<file path="config.mk">
export PLATFORM = sky130hd
export DESIGN_NAME = cfet_ctrl
export DESIGN_NICKNAME = d
export VERILOG_FILES = /design/src/sv/cfet_pkg.sv /design/src/sv/cfet_ctrl.sv
export SDC_FILE = /design/constraint.sdc
export NUM_CORES = 1
export LEC_CHECK = 0
export BUFFER_PORTS_ARGS = -buffer_cell sky130_fd_sc_hd__buf_2
export CORE_AREA = 2 2 39 41
export CTS_BUF_LIST = sky130_fd_sc_hd__clkbuf_2 sky130_fd_sc_hd__clkbuf_4 sky130_fd_sc_hd__clkbuf_8
export DETAILED_ROUTE_END_ITERATION = 7
export DIE_AREA = 0 0 41 43
export GPL_TIMING_DRIVEN = 1
export PLACE_DENSITY_LB_ADDON = 0.08
export SETUP_SLACK_MARGIN = 0.05
export SLEW_MARGIN = 20
export SYNTH_ARGS = -nofsm -noshare
export SYNTH_HDL_FRONTEND = slang
export SYNTH_SLANG_ARGS = --single-unit
</file>
<file path="constraint.sdc">
create_clock -name clk_i -period 1.1 [get_ports clk_i]
set_input_delay 0.22 -clock clk_i [delete_from_list [all_inputs] [get_ports clk_i]]
set_output_delay 0.22 -clock clk_i [all_outputs]
set_load 0.01 [all_outputs]
</file>
<file path="src/sv/cfet_pkg.sv">
// ----------------------------------------------------------------------------
// cfet_pkg
// Shared types and constants of the coalescing free extent table.
// ----------------------------------------------------------------------------
package cfet_pkg;

  localparam int unsigned TABLE_ENTRIES = 64;
  localparam int unsigned IDX_W = $clog2(TABLE_ENTRIES);
  localparam int unsigned CNT_W = $clog2(TABLE_ENTRIES + 1);
  localparam int unsigned ENTRY_W = 96;

  typedef enum logic [1:0] {
    KIND_FREE   = 2'd0,
    KIND_ALLOC  = 2'd1,
    KIND_REMOVE = 2'd2,
    KIND_NONE   = 2'd3
  } kind_e;

  typedef enum logic [2:0] {
    STATUS_OK      = 3'd0,
    STATUS_NO_FIT  = 3'd1,
    STATUS_FULL    = 3'd2,
    STATUS_ZERO    = 3'd3,
    STATUS_OVERLAP = 3'd4,
    STATUS_MISS    = 3'd5
  } status_e;

  typedef enum logic [2:0] {
    S_IDLE,
    S_SCAN,
    S_DRAIN,
    S_EVAL,
    S_COMMIT
  } state_e;

  // controller to datapath commands
  typedef struct packed {
    logic load;
    logic scan;
    logic eval;
    logic commit;
  } cmd_t;

  // datapath to controller status
  typedef struct packed {
    logic scan_last;
  } stat_t;

endpackage

</file>
<file path="src/sv/cfet_ctrl.sv">
// ----------------------------------------------------------------------------
// cfet_ctrl
// Sequencer: accept, scan the table, evaluate, commit and answer.
// ----------------------------------------------------------------------------
module cfet_ctrl import cfet_pkg::*; (
  input  logic  clk_i,
  input  logic  rst_ni,
  input  logic  start,
  input  stat_t stat_i,
  output cmd_t  cmd_o,
  output logic  busy
);

  state_e state_q, state_d;

  // state register
  always_ff @(posedge clk_i or negedge rst_ni) begin
    if (!rst_ni) begin
      state_q <= S_IDLE;
    end else begin
      state_q <= state_d;
    end
  end

  // next state
  always_comb begin
    state_d = state_q;
    unique case (state_q)
      S_IDLE:   if (start) state_d = S_SCAN;
      S_SCAN:   if (stat_i.scan_last) state_d = S_DRAIN;
      S_DRAIN:  state_d = S_EVAL;
      S_EVAL:   state_d = S_COMMIT;
      S_COMMIT: state_d = S_IDLE;
      default:  state_d = S_IDLE;
    endcase
  end

  // outputs
  always_comb begin
    cmd_o = '0;
    busy  = 1'b1;
    unique case (state_q)
      S_IDLE: begin
        busy       = 1'b0;
        cmd_o.load = start;
      end
      S_SCAN:   cmd_o.scan   = 1'b1;
      S_DRAIN:  ;
      S_EVAL:   cmd_o.eval   = 1'b1;
      S_COMMIT: cmd_o.commit = 1'b1;
      default:  ;
    endcase
  end

endmodule

</file>
==> metrics.cfg, run 1 <==
[routing]
drc=0
vias_per_cell=3.63
drt_wl_total_um=468
drt-initial-drc-count=0
final_antenna_net_count=0
wl_per_cell_um=9.18
wl_met2_um=260
m1WireLength_um=166
dr_wl_met3_um=26
via_count=185
dr.max_layer_used=met4
drtPass1Iterations=1

[setup_path]
path_class=reg2out
worst_ep_arrival_time_ps=1190
cp.required_ps=880
endpoint_kind=output port
worst-r2r-cell-count=4
cp_max_fo=2
startpoint_type=flip-flop

[layout]
antenna_cells=0
nets=40
synthToLayoutAreaGrowth_pct=122
finish.utilization=0.249
top_register=state_q
final_cells=51
largest_reg_flops=3
top_regs=state_q x3
final_area_um2=344
multi_input_area_um2=110
regArea_um2=75.1
num-fill-cells=160
final_layout_size_suffix_gt1_frac=0.657

[floorplanning]
rows=14
die_y_um=43
core_um2=1380
dieArea_um2=1760
initial_core_util=0.112
die_x_um=41
ios=9

[power]
cellPowerDensity_nw_per_um2=2860
ir_worst_vdd_v=0.000730
leakage_nw=0.176
p_total_mw=0.984

[outcome]
status=finished, violations left
violations=negative setup slack

[logic_synthesis]
synth-edff-count=0
synth_seq_cells=3
synth-seq-area-share=0.484
syn-mean-instance-area_um2=9.13
ys_types=11
synth_xor_xnor_area_share=0
synth_top_area_share=0.484
yosys.area_share.simple=0.379
synth-compound-area-share=0.113
yosys_most_used_dff=dfrtp_1
synth_common_cells=dfrtp_1 (3), nor2_1 (3), a21oi_1 (2), nor3b_1 (2)
synth.area.top_cells=dfrtp_1 (48%), nor3b_1 (9.7%), nor2_1 (7.3%)
ys_async_sr_fraction=1.00
syn_inst=17
yosysWarnings=0
netlist.top_cell.by_area=dfrtp_1
synth_fp_nets=21
synthAdderAreaFrac=0
synth_top_family_by_area=simple AND/OR/NAND/NOR gates
synth_mux_area_frac=0
synth_area_um2=155

[sta]
hold_violations=0
setup_viol=6
setup_slack_ps=-313
maxSlewViolCount=0
clock.fmax_ghz=0.708
worstMarginPinSlew_ps=158
fin_crit_sh=1.28
rsz0062_at_grt=true
fin_crit_ps=1410
finClkSkew_ps=0.205
maxSlewHeadroom=0.894

[job]
maxCapViolations=0

[clock_tree]
cts_sinks=3
cts.clk_slew.worst_paths_ps=40
cts_tree=built
clockRootBuffer=clkbuf_4
clock_latency_ps=230
clock_path_buffers=2
h-tree-depth=1
cts_made_buffers=3

[global_route]
grt_overflow=0
grt_max_degree=8
grt_pass1_vias=194
antenna_found_initial=0
grt_first_pass_wirelength_um=690
grt_usage=0.0675

[place]
placed_cell_area_um2=250
portBuffers=8
place.gp.congestion=0.611
placedCellCount=44
dp_slack_ps=-80.8

[worst_hold_path]
min_path_cells=3
hp-class=in2reg

## cell usage in the layout (no fill, tap or decap), drive strengths merged
cell / netlist / final
a21oi: 2 / 2
nand2b: 1 / 1
o21bai: 1 / 1
inv: 1 / 1
clkbuf: 0 / 4
buf: 0 / 13
or3b: 1 / 1
nor2: 3 / 3
or3: 1 / 1
nand2: 1 / 1
dlygate4sd3: 0 / 1
nor3b: 2 / 2
nand3b: 1 / 1
dfrtp: 3 / 3
## critical path, cell delays in order (launching register included)
cell and delay [ps]:
dfrtp_1 370, or3_4 400, nor2_4 90, buf_6 100
## routing by layer
metal	up-vias	GRT usage
li1	94	-
met1	83	0.0554
met2	6	0.0906
met3	2	0.0314
met4	0	0.100
met5	-	0
## cells by family (layout without fill, tap and decap cells)
logic type / Yosys count / after routing
AO/OA/AOI/OAI: 3 / 3
flip-flops: 3 / 3
AND/OR/NAND/NOR: 10 / 10
buffers and inverters: 1 / 19
## report_power, final
group	switching [mW]	internal [mW]	total [mW]
Combinational	0.257	0.321	0.578
Clock	0.0601	0.161	0.221
Sequential	0.0287	0.156	0.185
## per-stage QoR
step                setup TNS, ps  hold slack [ps]
floorplan                   -62.5            -75.6
global placement             -132             17.8
detailed placement           -130             17.7
CTS                         -1290              260
global route                -1490              291
finish                      -1190              283
## worst paths after layout
path	from	end	slack (ps)
min in group asynchronous	rst_ni	state_q[1]	300
max in group asynchronous	rst_ni	state_q[2]	690
setup reg to reg	state_q[1]	state_q[0]	-140
hold / removal	stat_i	state_q[1]	280
setup / recovery	state_q[2]	cmd_o[3]	-310
hold reg to reg	state_q[2]	state_q[0]	560
## repair_timing
action / 4_1_cts / 5_1_grt
pin swaps: 1 / 2
buffers inserted: 1 / 2
endpoints found under the setup margin: 6 / 6
hold endpoints to repair: 3 / 0
gates resized for setup: 7 / 3
hold buffers: 1 / 0
## final cells by class
class	instances	share of cell area
multi-input combinational	13	0.320
timing repair buffer	14	0.305
sequential	3	0.218
clock buffer	4	0.0873
tap	16	0.0582
inverter	1	0.0109
Note: power is estimated with default switching activity, not from simulation.
==> run 2, diff against run 1 <==
SKIP_LAST_GASP = 1   (was not set)
==> run 2 against run 1 <==
Net effect: clock skew barely moved; clock-buffer cell count did not move; final cell count did not move; combinational power fell by 2%; maximum frequency barely moved; utilization fell by 0.27 points; sequential power barely moved; first-iteration DRC count did not move; die area did not move; global-route usage fell by 0.20 points; sequential share of layout area rose by 0.24 points; critical path type unchanged; the run still ends with negative setup slack left; largest power group unchanged.
==> metrics.cfg, run 2 (synthesis gave the netlist of run 1 again) <==
[global_route]
grt_max_degree=8  ; unchanged
grt_overflow=0  ; unchanged
grt_pass1_vias=180  ; -7.2%
grt_first_pass_wirelength_um=662  ; -4.1%
antenna_found_initial=0  ; unchanged
grt_usage=0.0655  ; -0.00202

[floorplanning]
rows=14  ; unchanged
die_x_um=41  ; unchanged
die_y_um=43  ; unchanged
initial_core_util=0.112  ; unchanged
dieArea_um2=1760  ; unchanged
ios=9  ; unchanged
core_um2=1380  ; unchanged

[setup_path]
worst_ep_arrival_time_ps=1190  ; about the same
cp_num_buf_inv=1  ; unchanged
critical-path-top-delay-family=simple AND/OR/NAND/NOR gates
cp_max_fo=2  ; unchanged
crit_chain=or3_4 > nor2_4 > buf_6
endpoint_kind=output port
startpoint_type=flip-flop
slowest_stage=or3_4
slowest_delay_ps=400  ; about the same
path_class=reg2out
cp.required_ps=880  ; about the same

[sta]
setup_viol=6  ; unchanged
hold_violations=0  ; unchanged
maxSlewViolCount=0  ; unchanged
fin_tns_setup_ps=-1200  ; -4.61 ps
setup_slack_ps=-313  ; +0.280 ps
finClkSkew_ps=0.596  ; +0.392 ps
clock.fmax_ghz=0.708  ; about the same
fin_crit_ps=1410  ; -0.280 ps
maxSlewHeadroom=0.904  ; +0.00978
worstMarginPinSlew_ps=143  ; -14.6 ps
rsz0062_at_grt=true
fin_crit_sh=1.28  ; about the same

[power]
cellPowerDensity_nw_per_um2=2850  ; -0.41%
ir_worst_vdd_v=0.000676  ; -7.4%
leakage_nw=0.175  ; -0.56%

[layout]
mostFrequentLayoutCell=buf_2
synthToLayoutAreaGrowth_pct=119
top_register=state_q
nets=40  ; unchanged
final_layout_size_suffix_gt1_frac=0.657  ; unchanged
final_area_um2=340  ; -1.1%
finish.utilization=0.246  ; -0.00271
antenna_cells=0  ; unchanged
top_regs=state_q x3
final_cell_mix=buf_2 (7), clkbuf_4 (4), buf_6 (3), buf_4 (3), dfrtp_1 (3)
largest_reg_flops=3  ; unchanged
final_cells=51  ; unchanged

[clock_tree]
clock_latency_ps=230  ; about the same
clockRootBuffer=clkbuf_4
cts_tree=built
cts.clk_slew.worst_paths_ps=40  ; about the same
h-tree-depth=1  ; unchanged
cts_made_buffers=3  ; unchanged
clock_path_buffers=2  ; unchanged
cts_sinks=3  ; unchanged

[place]
placedCellCount=44  ; unchanged
place.gp.congestion=0.611  ; unchanged
portBuffers=8  ; unchanged
dp_slack_ps=-80.8  ; unchanged
placed_cell_area_um2=250  ; unchanged

[routing]
vias_per_cell=3.65  ; +0.54%
via_count=186  ; +0.54%
drt-initial-drc-count=0  ; unchanged
final_antenna_net_count=0  ; unchanged
wl_per_cell_um=9.06  ; -1.3%
drc=0  ; unchanged
drtPass1Iterations=1  ; unchanged
drt_wl_total_um=462  ; -1.3%

[outcome]
status=finished, violations left
violations=negative setup slack

[job]
maxCapViolations=0  ; unchanged

[worst_hold_path]
hp-class=in2reg

-- run 2: final timing paths --
path | start | slack, ps | endpoint | depth (start not counted)
worst min-delay path | stat_i | 280 | state_q[1] | 3
worst min register to register | state_q[2] | 570 | state_q[0] | 2
worst max-delay path | state_q[2] | -310 | cmd_o[3] | 3
min in group asynchronous | rst_ni | 300 | state_q[2] | 2
worst max register to register | state_q[1] | -140 | state_q[0] | 4
max in group asynchronous | rst_ni | 690 | state_q[0] | 2
-- run 2: per-stage QoR --
stage,total power [mW],hold slack (ps)
after floorplan,0.425,-75.6
after global placement,0.613,17.8
after detailed placement,0.608,17.7
after CTS,0.941,260
after global routing,1.04,287
final,0.969,277
-- run 2: repair_timing --
item                                    CTS  global route
endpoints found under the hold margin     3             0
resized for setup                         6             3
pin swaps                                 1             4
buffers inserted                          1             2
hold buffers                              1             0
endpoints found under the setup margin    6             7
-- run 2: area by class of cell --
cell class	count	area (um^2)
Clock buffer	4	30.0
Multi-Input combinational cell	13	110
Fill cell	158	1040
Sequential cell	3	75.1
Tap cell	16	20.0
Timing Repair Buffer	14	101
Inverter	1	3.75
-- run 2: power breakdown --
part           leakage (nW)  switching (mW)  internal, mW  total (mW)
clock                0.0184          0.0593         0.161       0.220
sequential           0.0385          0.0291         0.156       0.185
combinational         0.118           0.251         0.313       0.564
total                 0.175           0.340         0.629       0.969
-- run 2: metal layers --
layer / track usage / wire length, um / up-vias
met3: 0.0314 / 26 / 2
met1: 0.0554 / 163 / 85
met5: 0 / 0 / -
li1: - / - / 93
met2: 0.0844 / 257 / 6
met4: 0.100 / 14 / 0
-- run 2: worst register-to-register path, cell delays in order (launching register included) --
cell and delay (ps):
dfrtp_1 380, buf_6 140, buf_4 140, or3b_1 370
a21oi_2 150
==> run 3, diff against run 2 <==
ABC_AREA = 1   (was not set)
clock period = 1.5 ns   (was 1.1 ns; I/O delays follow)
==> run 3 against run 2 <==
Net effect: clock-buffer cell count did not move; the run now ends clean; routed wire length fell by 7.4%; critical path depth rose by 1; critical path type unchanged.
==> metrics.cfg, run 3 <==
[clock_tree]
clock_latency_ps=230  ; about the same
clock_path_buffers=2  ; unchanged
clockRootBuffer=clkbuf_4
cts_tree=built
cts_made_buffers=3  ; unchanged
cts.clk_slew.worst_paths_ps=40  ; about the same
cts_sinks=3  ; unchanged
h-tree-depth=1  ; unchanged

[setup_path]
worst-r2r-cell-count=6  ; +2
endpoint=cmd_o[3]
worst_ep_arrival_time_ps=1090  ; -100 ps
path_class=reg2out
setup.worst_path.start=state_q[2]
reg2reg_from=state_q[2]
startpoint_type=flip-flop
rr_endpoint=state_q[1]
cp_max_fo=5  ; +3
r2r_slack_ps=510  ; +650 ps
cp.required_ps=1200  ; +320 ps
endpoint_kind=output port

[logic_synthesis]
ys_async_sr_fraction=1.00  ; unchanged
synth_common_cells=inv_1 (6), nand2_1 (6), dfrtp_1 (3), nor2_1 (3)
yosysWarnings=0  ; unchanged
ys_types=9  ; -2
synth_fp_nets=31  ; +48%
synth.area.top_cells=dfrtp_1 (43%), inv_1 (13%), nand2_1 (13%)
synth_top_area_share=0.426  ; -0.0583
netlist.top_cell.by_area=dfrtp_1
yosys_most_used_dff=dfrtp_1
syn_inst=27  ; +10
synth-edff-count=0  ; unchanged
syn-mean-instance-area_um2=6.53  ; -28%
synth-seq-area-share=0.426  ; -0.0583
synth_seq_cells=3  ; unchanged
synth_area_um2=176  ; +14%

[global_route]
grt_usage=0.0654  ; -0.000132
grt_overflow=0  ; unchanged
antenna_found_initial=0  ; unchanged
grt_pass1_vias=195  ; +8.3%
grt_max_degree=8  ; unchanged
grt_first_pass_wirelength_um=696  ; +5.1%

[floorplanning]
core_um2=1380  ; unchanged
initial_core_util=0.127  ; +0.0154
rows=14  ; unchanged
die_x_um=41  ; unchanged
die_y_um=43  ; unchanged
dieArea_um2=1760  ; unchanged
ios=9  ; unchanged

[power]
ir_worst_vdd_v=0.000524  ; -23%
combPwrFrac=0.496  ; -0.086
clockPowerShare=0.249  ; +0.022
leakage_nw=0.179  ; +2.3%
switchingPower_mw=0.274  ; -19%
power_frac_seq=0.256  ; +0.065
cellPowerDensity_nw_per_um2=2220  ; -22%
p_int_mw=0.372  ; -41%
power.share.switching=0.424  ; +0.0739

[layout]
top_regs=state_q x3
nets=46  ; +15%
largest_reg_flops=3  ; unchanged
final_area_um2=290  ; -15%
synthToLayoutAreaGrowth_pct=64.5
mostFrequentLayoutCell=buf_2
antenna_cells=0  ; unchanged
top_register=state_q
final_cell_mix=buf_2 (8), nand2_1 (6), inv_1 (6)
final_layout_size_suffix_gt1_frac=0.439  ; -0.218

[sta]
fin_crit_ps=1390
maxSlewViolCount=0  ; unchanged
setup_viol=0  ; -6
clock.fmax_ghz=0.722
fin_tns_setup_ps=0  ; +1200 ps
fin_crit_sh=0.923
hold_violations=0  ; unchanged
finClkSkew_ps=2.36  ; +1.77 ps
worstMarginPinSlew_ps=171  ; +27.2 ps
maxSlewHeadroom=0.886  ; -0.0179
rsz0062_at_grt=true

[worst_hold_path]
hp-start=stat_i
hp-class=in2reg

[place]
place.gp.congestion=0.665  ; +8.7%
portBuffers=8  ; unchanged
placed_cell_area_um2=236  ; -5.5%
dpl.hpwl_um=331

[outcome]
status=finished, final reports clean

[routing]
drt-initial-drc-count=3  ; +3
final_antenna_net_count=0  ; unchanged
drtPass1Iterations=4  ; +3
drc=0  ; unchanged
via_count=204  ; +9.7%
vias_per_cell=3.58  ; -1.9%
wl_per_cell_um=7.51  ; -17%
drt_wl_total_um=428  ; -7.4%

[job]
maxCapViolations=0  ; unchanged

[run 3: how the worst min path moves through the flow]
stage,to,slack [ps],depth (start not counted)
6_report,state_q[0],370,4
4_1_cts,state_q[0],370,4
3_3_place_gp,state_q[0],100,1
5_1_grt,state_q[1],390,2
2_1_floorplan,state_q[0],4,0
3_5_place_dp,state_q[2],100,1
[run 3: cells by family after synthesis]
family / Yosys count / share of synthesized area
AOI/OAI and AO/OA: 1 / 0.0283
buffers and inverters: 8 / 0.170
DFF: 3 / 0.426
and+or+nand+nor: 15 / 0.376
[run 3: timing repair]
| action | in CTS | in global routing |
|---|---|---|
| resized for setup | 0 | 2 |
| pin swaps | 1 | 1 |
| setup buffers | 0 | 1 |
| hold buffers | 1 | 0 |
| endpoints found under the setup margin | 1 | 2 |
| hold endpoints to repair | 3 | 0 |
[run 3: worst max-delay path: stages (launching register included)]
cell and delay [ps]:
dfrtp_2 440, nor2_4 140, nand2_1 70, nor2_1 70, buf_2 130
[run 3: layer usage]
layer	track usage	vias to the layer above	part of all wire
met5	0	-	0
met4	0.0600	0	0.040
met3	0.0471	2	0.061
met2	0.0844	5	0.50
met1	0.0647	91	0.39
li1	-	106	-
[run 3: layout make-up]
cell class | count | area [um^2]
Clock buffer | 4 | 30.0
Sequential cell | 3 | 76.3
Timing Repair Buffer | 10 | 57.6
Inverter | 8 | 30.0
Tap cell | 16 | 20.0
Fill cell | 166 | 1090
Multi-Input combinational cell | 16 | 76.3
[run 3: per-stage QoR]
stage | hold WS (ps) | total power, mW | utilization | worst slack, ps | instances
after floorplan | 4.41 | 0.349 | - | 328 | 27
after global placement | 99.3 | 0.450 | 0.171 | 298 | 51
after detailed placement | 97.0 | 0.446 | 0.171 | 298 | 51
after CTS | 371 | 0.617 | 0.200 | 59.9 | 56
after global routing | 392 | 0.713 | 0.210 | 7.83 | 57
final | 371 | 0.646 | 0.210 | 115 | 57
[run 3: power by group through the flow]
stage | clock [mW] | combinational, mW | sequential (mW)
after floorplan | 0 | 0.200 | 0.149
after global placement | 0 | 0.294 | 0.156
after detailed placement | 0 | 0.290 | 0.156
after CTS | 0.165 | 0.296 | 0.156
after global routing | 0.184 | 0.360 | 0.169
final | 0.161 | 0.320 | 0.165
